$ cat src/sv/pts_pkg.sv
package pts_pkg;

	localparam int CoordW = 32;
	localparam int DiffW  = CoordW + 1;        // coordinate difference
	localparam int ProdW  = 2 * DiffW;         // product of two differences
	localparam int DenW   = ProdW;             // |D|^2
	localparam int NumW   = ProdW + 1;         // (Q - P0) . D
	localparam int MagW   = ProdW;             // |num|
	localparam int HalfW  = MagW / 2;
	localparam int PxW    = DiffW + MagW;      // |d| * |num|
	localparam int QuoW   = 35;                // foot offset quotient bits
	localparam int DividW = PxW + 2;           // 2 * |d| * |num| + den
	localparam int DvsW   = DenW + 1;          // 2 * den
	localparam int FootW  = QuoW + 1;          // closest point coordinate
	localparam int ErrW   = FootW + 1;
	localparam int EmagW  = 34;                // |Q - C| per coordinate
	localparam int SqW    = 2 * EmagW;
	localparam int RadW   = 70;                // sum of squares, even width
	localparam int RootW  = RadW / 2;
	localparam int RemW   = RootW + 2;
	localparam int DistW  = 33;

	typedef enum logic [1:0] {
		SEL_FOOT,
		SEL_START,
		SEL_END
	} pts_sel_t;

	typedef struct packed {
		logic signed [CoordW-1:0] query_x;
		logic signed [CoordW-1:0] query_y;
		logic signed [CoordW-1:0] start_x;
		logic signed [CoordW-1:0] start_y;
		logic signed [CoordW-1:0] end_x;
		logic signed [CoordW-1:0] end_y;
		logic                     clamp_to_segment;
		logic                     want_point;
	} pts_in_t;

	typedef struct packed {
		logic [DistW-1:0]         distance;
		logic signed [CoordW-1:0] closest_x;
		logic signed [CoordW-1:0] closest_y;
		logic                     degenerate;
	} pts_out_t;

	typedef struct packed {
		logic signed [CoordW-1:0] qx;
		logic signed [CoordW-1:0] qy;
		logic signed [CoordW-1:0] x0;
		logic signed [CoordW-1:0] y0;
		logic signed [CoordW-1:0] x1;
		logic signed [CoordW-1:0] y1;
		pts_sel_t                 sel;
		logic                     want;
		logic                     degen;
		logic                     negx;
		logic                     negy;
	} pts_side_t;

	typedef struct packed {
		logic [DvsW-1:0] rem;
		logic [QuoW-1:0] num;
		logic [QuoW-1:0] quo;
	} pts_lane_t;

	typedef struct packed {
		pts_lane_t       x;
		pts_lane_t       y;
		logic [DvsW-1:0] dvs;
		pts_side_t       side;
	} pts_div_t;

	typedef struct packed {
		logic signed [CoordW-1:0] cx;
		logic signed [CoordW-1:0] cy;
		logic                     degen;
	} pts_sqside_t;

	typedef struct packed {
		logic [RemW-1:0]  rem;
		logic [RootW-1:0] root;
		logic [RadW-1:0]  rad;
		pts_sqside_t      side;
	} pts_sqrt_t;

endpackage

$ cat src/sv/pts_sqrt_cell.sv
module pts_sqrt_cell (
	input  logic               clk,
	input  logic               arst_n,
	input  logic               en,
	input  logic               vin,
	input  pts_pkg::pts_sqrt_t din,
	output logic               vout,
	output pts_pkg::pts_sqrt_t dout
);

	logic                     vld_s1;
	pts_pkg::pts_sqrt_t       step_s1;
	pts_pkg::pts_sqrt_t       nxt;
	logic [pts_pkg::RemW+1:0] r2;
	logic [pts_pkg::RemW+1:0] trial;
	logic                     ge;

	// one root bit: bring down two radicand bits, try 4s + 1
	always_comb begin
		r2    = {din.rem, din.rad[pts_pkg::RadW-1 -: 2]};
		trial = {2'b00, din.root, 2'b01};
		ge    = r2 >= trial;
		nxt   = din;
		nxt.rem  = ge ? pts_pkg::RemW'(r2 - trial) : pts_pkg::RemW'(r2);
		nxt.root = {din.root[pts_pkg::RootW-2:0], ge};
		nxt.rad  = {din.rad[pts_pkg::RadW-3:0], 2'b00};
	end

	always_ff @(posedge clk or negedge arst_n) begin
		if (!arst_n) begin
			vld_s1 <= 1'b0;
		end else if (en) begin
			vld_s1 <= vin;
		end
	end

	always_ff @(posedge clk) begin
		if (en) begin
			step_s1 <= nxt;
		end
	end

	assign vout = vld_s1;
	assign dout = step_s1;

endmodule

$ cat config.mk
export PLATFORM = sky130hd
export DESIGN_NAME = pts_sqrt_cell
export DESIGN_NICKNAME = d
export VERILOG_FILES = /design/src/sv/pts_pkg.sv /design/src/sv/pts_sqrt_cell.sv
export SDC_FILE = /design/constraint.sdc
export NUM_CORES = 1
export LEC_CHECK = 0
export BUFFER_PORTS_ARGS = -buffer_cell sky130_fd_sc_hd__clkbuf_2
export CAP_MARGIN = 30
export CORE_AREA = 2 2 163 165
export CTS_CLUSTER_DIAMETER = 50
export DETAILED_ROUTE_END_ITERATION = 10
export DIE_AREA = 0 0 165 167
export GPL_ROUTABILITY_DRIVEN = 1
export SLEW_MARGIN = 15
export SYNTH_ARGS = -nofsm -noshare
export SYNTH_HDL_FRONTEND = slang
export SYNTH_SLANG_ARGS = --single-unit
$ cat constraint.sdc
create_clock -name clk -period 1.2 [get_ports clk]
set_input_delay 0.24 -clock clk [delete_from_list [all_inputs] [get_ports clk]]
set_output_delay 0.24 -clock clk [all_outputs]
set_load 0.01 [all_outputs]
==> run summary <==
Outcome: finished with violations
Failing checks: negative setup slack
Reg2reg setup slack: 0.46 ns
Max cap viols: 0
Sequential standard cell area: 6181 sq um
Reg2reg end: vout
Die width: 165 microns
Met3 Track Usage GR: 5.305%
Critical path origin: din[142]
Register area share after synthesis: 69.70%
Prevailing post-synth register cell: edfxtp_1
CP Cell Sequence: clkbuf_2 > inv_1 > ha_2 > buf_4 > nand2_1 > buf_4 > nor2_2 > buf_4 > nand4_1 > nor3_2 > nand3_1 > nand2_1 > a31oi_4 > buf_12 > buf_16 > buf_12 > buf_4 > buf_6 > xnor2_1
Syn-to-layout area delta: 83.27%
Met2 usage: 39.69%
Pleak: 7.394 nW
RSZ-0062 raised after global routing: true
Post-synth EDFFs: 205
Vias: 8021
CP arrival: 2.74 ns
Worst-path clk slew: 0.06 ns
Relative slew slack: 68.08%
Mapped Area: 8869 sq um
WL final: 33270 microns
CTS tree: built
Reg-to-reg startpoint: vout
Pre-CTS setup slack: -1.896 ns
Largest stage delay, worst path: 0.32 ns
Largest delay share family, worst path: buffers and inverters
Worst-margin pin slew: 0.4667 ns
Tot GR Track Use: 23.11%
Yosys warning total: 0
Routed vias/inst: 4.615
Cells after synthesis: 583
Post-route minimum period: 2.449 ns
Stages on the worst setup path: 19
Average wire per standard cell: 19.14 microns
Syn avg cell area: 15.21 sq um
Largest net degree at the start of global routing: 55
Initial DRC Count: 416
Final setup vio count: 244
Initial antenna violation count: 3
CP Launch Type: input port
Post-DP HPWL: 23910 microns
Post-synth ARST share: 0.4854%
CP max FO: 7
Setup CP Type: in2reg
Post-route antenna net violation count: 0
Multi-input logic area: 2905 sq um
Starting Density: 34.42%
Final Cycle Share: 204.1%
Die Y: 167 microns
First drt pass iteration count: 4
CTS Root Cell: clkbuf_16
Clk buf depth: 3
Fraction of layout cells with a size suffix above 1: 52.46%
Max VDD drop: 0.001325 V
Final Max Slew Viols: 0
Hold Path Class: in2reg
Core Area: 25760 sq um
Critical Path Sink Type: register
P per Cell Area: 1361 nW/um^2
First-pass GRT wire length: 47810 microns
# IOs: 419
Final WS setup: -1.249 ns
Fillers: 1990
Num CTS Buffers: 29
Max Clock Freq: 0.4084 GHz
Remaining Overflow, GRT: 0
Slowest-stage cell, CP: ha_2
Synthesized flop and latch total: 206
Gp weighted congestion: 0.8860
Yosys cell types: 58
Vias in the first global route: 8318
Met1 Usage GRT: 26.77%
# clock sinks: 206
Busiest grt layer: met2
DRC: 0
Final #Nets: 1626
Die area: 27560 sq um
Util after Layout: 63.09%
Worst skew pair latency: 0.54 ns
Worst endpoint required time: 1.49 ns
Port buffer count: 416
Final hold vios: 0
Worst path buffer plus inverter count: 10
Crit path to: dout[170]
Most used cell, CP: buf_4
Worst clock skew: 0 ns
H-tree depth: 1
R2R cell count: 1
Row cnt: 59
power by group:
| group | internal [mW] | switching, mW | total [mW] |
|---|---|---|---|
| Combinational | 2.68 | 2.25 | 4.93 |
| Clock | 4.93 | 3.31 | 8.24 |
| Sequential | 8.73 | 0.222 | 8.96 |
| Total | 16.3 | 5.78 | 22.1 |
repair_timing:
item | in CTS | in global routing
setup buffers | 19 | 4
hold buffers | 180 | 3
hold endpoints to repair | 183 | 3
gates resized for setup | 42 | 126
cloned | 1 | 0
endpoints found under the setup margin | 244 | 244
pin swaps | 14 | 25
routing by layer:
layer | vias up | routed length, microns | part of all wire [%]
met2 | 317 | 16700 | 50
met1 | 3795 | 12660 | 38
li1 | 3831 | - | -
met4 | 2 | 1614 | 4.9
met5 | - | 13 | 0.039
met3 | 76 | 2285 | 6.9
area by class of cell:
class / instances / area share [%]
flip-flops and latches: 206 / 38.03
repair buffers: 776 / 34.56
multi-input cells: 319 / 17.88
clock buffers: 32 / 4.534
well taps: 335 / 2.579
clock inverters: 22 / 1.255
inverters: 46 / 1.139
diodes: 2 / 0.03079
synthesized netlist by cell type (3+ instances only):
library cell / n / area [sq um]
xor2_1: 10 / 87.58
a211oi_1: 3 / 22.52
edfxtp_1: 205 / 6156
nand3_1: 11 / 55.05
nor4_1: 3 / 18.77
buf_6: 3 / 33.78
nor3_1: 7 / 35.03
nand2_1: 21 / 78.83
and4_1: 3 / 26.28
a31oi_1: 5 / 31.28
o21a_1: 5 / 37.54
o21ai_0: 18 / 90.09
nand2b_1: 4 / 25.02
a21oi_1: 32 / 160.2
nor2_1: 20 / 75.07
nand4_1: 5 / 31.28
mux2i_1: 3 / 30.03
inv_1: 46 / 172.7
ha_1: 37 / 462.9
xnor2_1: 21 / 183.9
a21o_1: 22 / 165.2
clkbuf_1: 8 / 30.03
and3_1: 8 / 50.05
a211o_1: 5 / 43.79
and2_1: 3 / 18.77
mux2_2: 32 / 360.4
flip-flops by register name, summed over array words and instances (netlist names):
signal  flops
dout      205
vout        1
layout by cell type (no fill, tap or decap), types with 9 or more instances in the layout:
master | netlist | final
clkbuf_2 | 0 | 371
edfxtp_1 | 205 | 205
dlygate4sd3_1 | 0 | 183
buf_4 | 2 | 162
inv_1 | 46 | 39
mux2_4 | 0 | 32
clkbuf_16 | 0 | 29
a21oi_1 | 32 | 23
a21o_1 | 22 | 22
buf_6 | 3 | 22
xnor2_1 | 21 | 21
ha_1 | 37 | 21
nand2_1 | 21 | 19
buf_2 | 0 | 19
nor2_1 | 20 | 18
o21ai_0 | 18 | 13
buf_12 | 0 | 12
ha_4 | 0 | 11
nand3_1 | 11 | 10
xor2_1 | 10 | 10
a21oi_2 | 0 | 9
cell families after synthesis:
kind of cell / Yosys count / share of synthesized area [%]
xor+xnor: 31 / 3.062
buf+inv: 59 / 2.836
fa+ha+maj: 37 / 5.220
simple gates: 94 / 5.347
other cells: 1 / 0.04228
flops: 206 / 69.70
mux: 37 / 4.656
compound gates: 118 / 9.142
metrics by stage:
stage | hold WS, ns | power, mW | cell area [sq um] | std cells | setup TNS (ns)
2_1_floorplan | -0.05559 | 10.83 | 9054 | 584 | -59.28
3_3_place_gp | 0.01458 | 13.00 | 12760 | 1476 | -64.99
3_5_place_dp | 0.01658 | 13.05 | 12760 | 1476 | -68.68
4_1_cts | 0.001212 | 22.06 | 15860 | 1729 | -71.40
5_1_grt | 0.01025 | 22.96 | 16250 | 1737 | -74.67
6_report | 0.02496 | 22.12 | 16250 | 1738 | -62.59
worst min path at each step:
stage | from | endpoint | slack [ns] | cells past startpoint
global placement | arst_n | vout | 0.01 | 1
floorplan | arst_n | vout | -0.06 | 0
detailed placement | arst_n | vout | 0.02 | 1
finish | din[190] | dout[192] | 0.02 | 2
global route | din[172] | dout[174] | 0.01 | 2
CTS | din[177] | dout[179] | 0.001 | 2
(Power assumes the default switching activity.)
