<file path="src/sv/pts_pkg.sv">
package pts_pkg;

	localparam int CoordW = 32;
	localparam int DiffW  = CoordW + 1;        // coordinate difference
	localparam int ProdW  = 2 * DiffW;         // product of two differences
	localparam int DenW   = ProdW;             // |D|^2
	localparam int NumW   = ProdW + 1;         // (Q - P0) . D
	localparam int MagW   = ProdW;             // |num|
	localparam int HalfW  = MagW / 2;
	localparam int PxW    = DiffW + MagW;      // |d| * |num|
	localparam int QuoW   = 35;                // foot offset quotient bits
	localparam int DividW = PxW + 2;           // 2 * |d| * |num| + den
	localparam int DvsW   = DenW + 1;          // 2 * den
	localparam int FootW  = QuoW + 1;          // closest point coordinate
	localparam int ErrW   = FootW + 1;
	localparam int EmagW  = 34;                // |Q - C| per coordinate
	localparam int SqW    = 2 * EmagW;
	localparam int RadW   = 70;                // sum of squares, even width
	localparam int RootW  = RadW / 2;
	localparam int RemW   = RootW + 2;
	localparam int DistW  = 33;

	typedef enum logic [1:0] {
		SEL_FOOT,
		SEL_START,
		SEL_END
	} pts_sel_t;

	typedef struct packed {
		logic signed [CoordW-1:0] query_x;
		logic signed [CoordW-1:0] query_y;
		logic signed [CoordW-1:0] start_x;
		logic signed [CoordW-1:0] start_y;
		logic signed [CoordW-1:0] end_x;
		logic signed [CoordW-1:0] end_y;
		logic                     clamp_to_segment;
		logic                     want_point;
	} pts_in_t;

	typedef struct packed {
		logic [DistW-1:0]         distance;
		logic signed [CoordW-1:0] closest_x;
		logic signed [CoordW-1:0] closest_y;
		logic                     degenerate;
	} pts_out_t;

	typedef struct packed {
		logic signed [CoordW-1:0] qx;
		logic signed [CoordW-1:0] qy;
		logic signed [CoordW-1:0] x0;
		logic signed [CoordW-1:0] y0;
		logic signed [CoordW-1:0] x1;
		logic signed [CoordW-1:0] y1;
		pts_sel_t                 sel;
		logic                     want;
		logic                     degen;
		logic                     negx;
		logic                     negy;
	} pts_side_t;

	typedef struct packed {
		logic [DvsW-1:0] rem;
		logic [QuoW-1:0] num;
		logic [QuoW-1:0] quo;
	} pts_lane_t;

	typedef struct packed {
		pts_lane_t       x;
		pts_lane_t       y;
		logic [DvsW-1:0] dvs;
		pts_side_t       side;
	} pts_div_t;

	typedef struct packed {
		logic signed [CoordW-1:0] cx;
		logic signed [CoordW-1:0] cy;
		logic                     degen;
	} pts_sqside_t;

	typedef struct packed {
		logic [RemW-1:0]  rem;
		logic [RootW-1:0] root;
		logic [RadW-1:0]  rad;
		pts_sqside_t      side;
	} pts_sqrt_t;

endpackage

</file>
<file path="src/sv/pts_div_cell.sv">
module pts_div_cell (
	input  logic              clk,
	input  logic              arst_n,
	input  logic              en,
	input  logic              vin,
	input  pts_pkg::pts_div_t din,
	output logic              vout,
	output pts_pkg::pts_div_t dout
);

	logic                              vld_s1;
	pts_pkg::pts_div_t                 step_s1;
	pts_pkg::pts_div_t                 nxt;
	logic [pts_pkg::DvsW:0]            rx;
	logic [pts_pkg::DvsW:0]            ry;
	logic [pts_pkg::DvsW:0]            dv;
	logic                              gex;
	logic                              gey;

	// one quotient bit per lane: bring down the next dividend bit, try to subtract
	always_comb begin
		dv  = {1'b0, din.dvs};
		rx  = {din.x.rem, din.x.num[pts_pkg::QuoW-1]};
		ry  = {din.y.rem, din.y.num[pts_pkg::QuoW-1]};
		gex = rx >= dv;
		gey = ry >= dv;
		nxt = din;
		nxt.x.rem = gex ? pts_pkg::DvsW'(rx - dv) : pts_pkg::DvsW'(rx);
		nxt.y.rem = gey ? pts_pkg::DvsW'(ry - dv) : pts_pkg::DvsW'(ry);
		nxt.x.num = {din.x.num[pts_pkg::QuoW-2:0], 1'b0};
		nxt.y.num = {din.y.num[pts_pkg::QuoW-2:0], 1'b0};
		nxt.x.quo = {din.x.quo[pts_pkg::QuoW-2:0], gex};
		nxt.y.quo = {din.y.quo[pts_pkg::QuoW-2:0], gey};
	end

	always_ff @(posedge clk or negedge arst_n) begin
		if (!arst_n) begin
			vld_s1 <= 1'b0;
		end else if (en) begin
			vld_s1 <= vin;
		end
	end

	always_ff @(posedge clk) begin
		if (en) begin
			step_s1 <= nxt;
		end
	end

	assign vout = vld_s1;
	assign dout = step_s1;

endmodule

</file>
<file path="config.mk">
export PLATFORM = sky130hd
export DESIGN_NAME = pts_div_cell
export DESIGN_NICKNAME = d
export VERILOG_FILES = /design/src/sv/pts_pkg.sv /design/src/sv/pts_div_cell.sv
export SDC_FILE = /design/constraint.sdc
export NUM_CORES = 1
export LEC_CHECK = 0
export ABC_AREA = 1
export BUFFER_PORTS_ARGS = -buffer_cell sky130_fd_sc_hd__buf_2
export CAP_MARGIN = 20
export CORE_AREA = 2 2 425 427
export CTS_CLUSTER_DIAMETER = 200
export DETAILED_ROUTE_END_ITERATION = 8
export DIE_AREA = 0 0 427 429
export PLACE_DENSITY = 0.34
export SKIP_LAST_GASP = 1
export SLEW_MARGIN = 20
export SYNTH_ARGS = -nofsm -noshare
export SYNTH_HDL_FRONTEND = slang
export SYNTH_SLANG_ARGS = --single-unit
</file>
<file path="constraint.sdc">
create_clock -name clk -period 1.2 [get_ports clk]
set_clock_uncertainty 0.1 [all_clocks]
set_input_delay 0.06 -clock clk [delete_from_list [all_inputs] [get_ports clk]]
set_output_delay 0.06 -clock clk [all_outputs]
set_load 0.1 [all_outputs]
</file>
==> out/results.tsv, run 1 <==
metric	value	unit
Port-buffer cells	1078	
asr flop ratio synth	0.00186	
first-pass GRT wire length	291000	µm
Yosys cell types	34	
DR DRC count	0	
synth warn	0	
leak pwr	31.8	nW
Synth top area share	0.538	
Clock transition at path regs	60	ps
pwr dens	1270	nW/µm²
Internal	51.3	mW
Synth Area per Inst	8.49	µm²
WHS	-565	ps
GP Congestion	0.925	
most common cell in the netlist	nand2_1	
CTS tree	built	
Tmin final	1980	ps
RSZ-0062 raised after global routing	true	
Post-synth EDFFs	537	
root cell of the clock tree	clkbuf_16	
Rel. slew slack	0.562	
Initial Util	0.168	
Via-to-Cell Ratio	4.00	
final period utilization	1.65	
ys flop type	edfxtp_1	
Design Area, Final	68400	µm²
PnR Total Power	87.0	mW
Ports	1083	
cts bufs inserted	76	
post-route setup slack	-777	ps
critical path startpoint category	input pin	
Max Freq	506	MHz
NetSw	35.7	mW
placed inst area	53400	µm²
post-synthesis sequential area ratio	0.538	
Hold Path Depth	1	
initial antenna violation count	34	
reg2reg path depth	1	
Synth Cell Area	30000	µm²
switching share of power	0.411	
Yosys reg bits	538	
status	finished, violations left	
vias in the first global route	37100	
total of max-cap violations	0	
total track usage	0.230	
Worst Path Class, Setup	in -> reg	
crit-path max cell delay	320	ps
height of the die	429	µm
fillers	18000	
die area	183000	µm²
Max FO, Critical Path	7	
Core ar.	178000	µm²
vias	35600	
final core occ	0.384	
Slowest-stage cell, CP	ha_1	
Die W	427	µm
final number of setup-violating endpoints	674	
row count	155	
HPWL reported at the end of detailed placement	181000	µm
footprint of the multi-input gates	14000	µm²
H-Tree Depth	3	
crit end category	flip-flop	
largest net degree at the start of global routing	39	
CTS sink count	538	
Routed WL	219000	µm
Starting DRT DRC Count	1617	
Synth area leaders	edfxtp_1, nand2_1, inv_1, ha_1, nand3_1	
Routed WL per cell	24.6	µm
final-report hold violation count	25	
failing checks	negative hold slack, negative setup slack	
Overflow after GRT	0	
fin. max-slew vios	0	
leading area contributor after synthesis	edfxtp_1	
Slew @ Worst Pin	650	ps
clock network power share	0.259	
most frequent cells after synthesis	nand2_1, inv_1, edfxtp_1, nor2_1, nand3_1	
Post-Syn Instances	3531	
Clock Latency Late Sink	710	ps
Pre-antenna DRT Iters	5	
worst path arrival time	2330	ps
Logic pwr share	0.456	
fraction of layout cells with a size suffix above 1	0.408	
Seq pwr share	0.284	
Hold Path Class	in -> reg	
CP required	1550	ps
Register Area	16200	µm²
CTS Buffer Depth	3	
Final Net Count	7153	
antenna-violating nets left	0	
area delta synth->final	128	%
ordered cell list for the critical path	buf_2, inv_1, ha_1, a21o_1, o21bai_1, a21oi_4, nand2_2, a21oi_4, nand2_8, buf_6, buf_6, buf_16, nand2_1, nand2_1	
Max VDD drop	0.000986	V
-- cells by family after synthesis --
| family | Yosys count | synth area share |
|---|---|---|
| AO/OA/AOI/OAI | 235 | 0.0418 |
| XOR/XNOR | 68 | 0.0199 |
| adder cells (fa/ha/maj) | 136 | 0.0572 |
| buffers and inverters | 656 | 0.0853 |
| flip-flops | 538 | 0.538 |
| multiplexers | 1 | 0.000375 |
| other | 1 | 0.000125 |
| AND/OR/NAND/NOR | 1896 | 0.257 |
-- layer usage --
layer / up-vias / share of wire / track usage
met5: - / 0.00031 / 0
met4: 10 / 0.054 / 0.105
met3: 313 / 0.038 / 0.0312
met2: 914 / 0.56 / 0.457
met1: 17100 / 0.35 / 0.231
li1: 17300 / - / -
-- through the flow --
step	TNS [ps]	instances	worst slack (ps)
after floorplan	-108120	3532	-832
after global placement	-254580	7791	-1990
after detailed placement	-250670	7791	-1930
after CTS	-297640	8809	-795
after global routing	-291940	8901	-819
final	-253880	8907	-777
-- state kept, by name (all words and copies together), names as in the netlist --
register,cells
dout,537
vout,1
-- final cells by class --
type / instances / area share
repair buffers: 2900 / 0.444
diodes: 20 / 0.000732
inverters: 619 / 0.0358
multi-input cells: 2338 / 0.204
flip-flops and latches: 538 / 0.236
well taps: 2355 / 0.0431
repair inverters: 1 / 0.000128
clock inverters: 41 / 0.00637
clock buffers: 95 / 0.0289
-- power by group through the flow --
| stage | clock, mW | combinational [mW] | sequential, mW |
|---|---|---|---|
| after floorplan | 0 | 5.40 | 36.9 |
| after global placement | 0 | 35.4 | 25.2 |
| after detailed placement | 0 | 35.4 | 25.1 |
| after CTS | 23.4 | 38.8 | 24.8 |
| after global routing | 23.9 | 41.3 | 24.9 |
| final | 22.6 | 39.7 | 24.7 |
-- what timing repair did --
| item | 4_1_cts | 5_1_grt |
|---|---|---|
| setup buffers | 33 | 26 |
| hold buffers | 843 | 45 |
| cloned | 7 | 7 |
| pin swaps | 39 | 94 |
| hold endpoints to repair | 1074 | 59 |
| gates resized for setup | 297 | 369 |
| endpoints found under the setup margin | 674 | 674 |
-- worst max-delay path, delay by kind of cell --
family	cells	cell delay, ps
AOI/OAI and AO/OA	4	870
adders and majority gates	1	320
buffers and inverters	5	720
and+or+nand+nor	4	370
-- cell usage in the layout (no fill, tap or decap), types with 37 or more instances in the layout --
master,Yosys,final
nor2_2,11,56
inv_2,7,43
dlygate4sd3_1,0,888
inv_1,612,548
edfxtp_1,537,537
nor2_4,0,37
nand3_2,1,54
ha_1,134,69
nand3_1,238,171
o21ai_0,56,42
xor2_1,64,59
buf_12,0,587
nor2_1,251,169
buf_4,5,850
clkbuf_16,0,81
nand2_2,5,132
ha_4,0,64
a21oi_2,3,42
a21oi_1,148,100
buf_2,21,528
nand2_1,1295,1139
-- worst paths after layout --
kind	start	to	slack, ps
worst min-delay path	din[199]	dout[199]$_DFFE_PP_	-570
max in group asynchronous	arst_n	vout$_DFFE_PN0P_	440
worst max register to register	vout$_DFFE_PN0P_	vout$_DFFE_PN0P_	300
worst min register to register	vout$_DFFE_PN0P_	vout$_DFFE_PN0P_	490
worst max-delay path	din[261]	dout[504]$_DFFE_PP_	-780
min in group asynchronous	arst_n	vout$_DFFE_PN0P_	450
Power figures use the tool's default switching activity.
==> run 2, diff against run 1 <==
--- a/config.mk
+++ b/config.mk
@@ -7,12 +7,12 @@
 export LEC_CHECK = 0
 export ABC_AREA = 1
 export BUFFER_PORTS_ARGS = -buffer_cell sky130_fd_sc_hd__buf_2
-export CAP_MARGIN = 20
-export CORE_AREA = 2 2 425 427
+export CAP_MARGIN = 40
+export CORE_AREA = 2 2 416 418
 export CTS_CLUSTER_DIAMETER = 200
 export DETAILED_ROUTE_END_ITERATION = 8
-export DIE_AREA = 0 0 427 429
-export PLACE_DENSITY = 0.34
+export DIE_AREA = 0 0 418 420
+export PLACE_DENSITY = 0.35
 export SKIP_LAST_GASP = 1
 export SLEW_MARGIN = 20
 export SYNTH_ARGS = -nofsm -noshare
==> run 2 against run 1 <==
Effect of this change:
- the run still ends with negative hold slack, negative setup slack left
- design area decreased by 2.1%
- clock power increased by 2%
- die area decreased by 4.2%
- register-to-register slack about the same
- flip-flop and latch count unchanged
- non-clock buffer count decreased by 153
- critical endpoint is now dout[372]$_DFFE_PP_
==> out/results.tsv, run 2 (synthesis results as in run 1) <==
metric	value	unit
area delta synth->final	123	%
vias	35300	
Tmin final	2000	ps
worst path arrival time	2330	ps
final-report hold violation count	15	
critical path startpoint category	input pin	
Clock Latency Late Sink	660	ps
CTS Buffer Depth	3	
post-route setup slack	-801	ps
Hold Path Class	in -> reg	
pre-CTS setup slack	-1880	ps
vias in the first global route	36600	
Ports	1083	
critical path's most frequent cell	nand2_1	
Routed WL per cell	25.6	µm
first-pass GRT wire length	290000	µm
final period utilization	1.67	
Max FO, Critical Path	5	
placed inst area	52900	µm²
Rel. slew slack	0.605	
Port-buffer cells	1078	
CTS sink count	538	
Pre-antenna DRT Iters	5	
Design Area, Final	66900	µm²
status	finished, violations left	
antenna-violating nets left	0	
ordered cell list for the critical path	buf_8, clkinvlp_4, ha_4, nand2_4, inv_2, buf_4, nand2_2, nand2_1, nand2_1, nand2_1, nand2_1, nand3_2, nand2_2, nand3_4, nand2_4, nand2_8, buf_12, buf_16, buf_6, nand2_2, nand2_1	
total track usage	0.240	
max FFs per register	537	
most common cell after layout, fill and taps aside	nand2_1	
worst path buffer plus inverter count	7	
Clock transition at path regs	60	ps
crit-path max cell delay	310	ps
HPWL reported at the end of detailed placement	182000	µm
Max VDD drop	0.000888	V
pwr dens	1300	nW/µm²
total of max-cap violations	0	
commonest cells after routing, fill and taps aside	nand2_1, buf_4, dlygate4sd3_1	
Starting DRT DRC Count	1706	
RSZ-0062 raised after global routing	true	
Slowest-stage cell, CP	ha_4	
cts bufs inserted	73	
WHS	-412	ps
CP required	1530	ps
Die W	418	µm
placed cells	7617	
initial antenna violation count	49	
leak pwr	31.2	nW
largest net degree at the start of global routing	44	
Final Net Count	6996	
row count	152	
final cell count without fillers	8625	
root cell of the clock tree	clkbuf_16	
Worst Path Class, Setup	in -> reg	
Initial Util	0.175	
Overflow after GRT	0	
height of the die	420	µm
final core occ	0.391	
die area	176000	µm²
PnR Total Power	87.2	mW
CP top delay family	simple AND/OR/NAND/NOR gates	
Core ar.	171000	µm²
failing checks	negative hold slack, negative setup slack	
H-Tree Depth	3	
Slew @ Worst Pin	586	ps
fin. max-slew vios	0	
Max Freq	500	MHz
fraction of layout cells with a size suffix above 1	0.411	
final number of setup-violating endpoints	674	
Via-to-Cell Ratio	4.09	
GP Congestion	0.916	
CTS tree	built	
DR DRC count	0	
crit end category	flip-flop	
Routed WL	221000	µm
[run 2: cell count changes in the layout (fill, tap and decap cells not counted), moves of 12 or more]
cell           before   now
nand2_1          1139  1100
nand2_2           132   159
dlygate4sd3_1     888   787
nand2_4            28    40
buf_4             850   794
[run 2: what timing repair did]
| item | CTS | global route |
|---|---|---|
| resized for setup | 357 | 321 |
| setup endpoints to repair | 674 | 674 |
| hold buffers | 747 | 40 |
| pin swaps | 81 | 90 |
| gates cloned | 7 | 15 |
| buffers inserted | 43 | 14 |
| endpoints found under the hold margin | 1003 | 50 |
[run 2: per-layer routing]
metal	vias up	share of wire	global-route usage
met5	-	0.00041	0
met4	14	0.057	0.125
met3	342	0.035	0.0306
met2	959	0.55	0.472
met1	17000	0.36	0.244
li1	17000	-	-
[run 2: layout make-up]
cell class | count | area, µm²
Fill cell | 17300 | 104000
Timing Repair Buffer | 2747 | 29200
Sequential cell | 538 | 16200
Multi-Input combinational cell | 2338 | 13800
Tap cell | 2233 | 2790
Inverter | 619 | 2440
Clock buffer | 89 | 1930
Clock inverter | 42 | 488
Antenna cell | 19 | 47.5
[run 2: stage by stage]
stage	TNS, ps	hold WS (ps)
3_5_place_dp	-239870	-237
2_1_floorplan	-108120	-336
4_1_cts	-266670	-579
3_3_place_gp	-234480	-237
6_report	-236590	-412
5_1_grt	-270230	-422
[run 2: worst paths after layout]
check | start | endpoint | slack (ps) | depth (start not counted)
max in group asynchronous | arst_n | vout$_DFFE_PN0P_ | 440 | 3
hold / removal | din[529] | dout[530]$_DFFE_PP_ | -410 | 3
hold reg to reg | vout$_DFFE_PN0P_ | vout$_DFFE_PN0P_ | 500 | 1
min in group asynchronous | arst_n | vout$_DFFE_PN0P_ | 450 | 3
setup reg to reg | vout$_DFFE_PN0P_ | vout$_DFFE_PN0P_ | 300 | 1
setup / recovery | din[205] | dout[372]$_DFFE_PP_ | -800 | 21
[run 2: worst min-delay path, cell delays in order]
cell,delay (ps)
buf_2,100
nand2_1,50
nand2_1,50
[run 2: report_power, final]
part	internal [mW]	total [mW]	switching, mW	leakage (nW)
sequential	23.0	24.7	1.68	5.26
clock	13.4	23.0	9.55	1.18
combinational	15.1	39.5	24.4	24.7
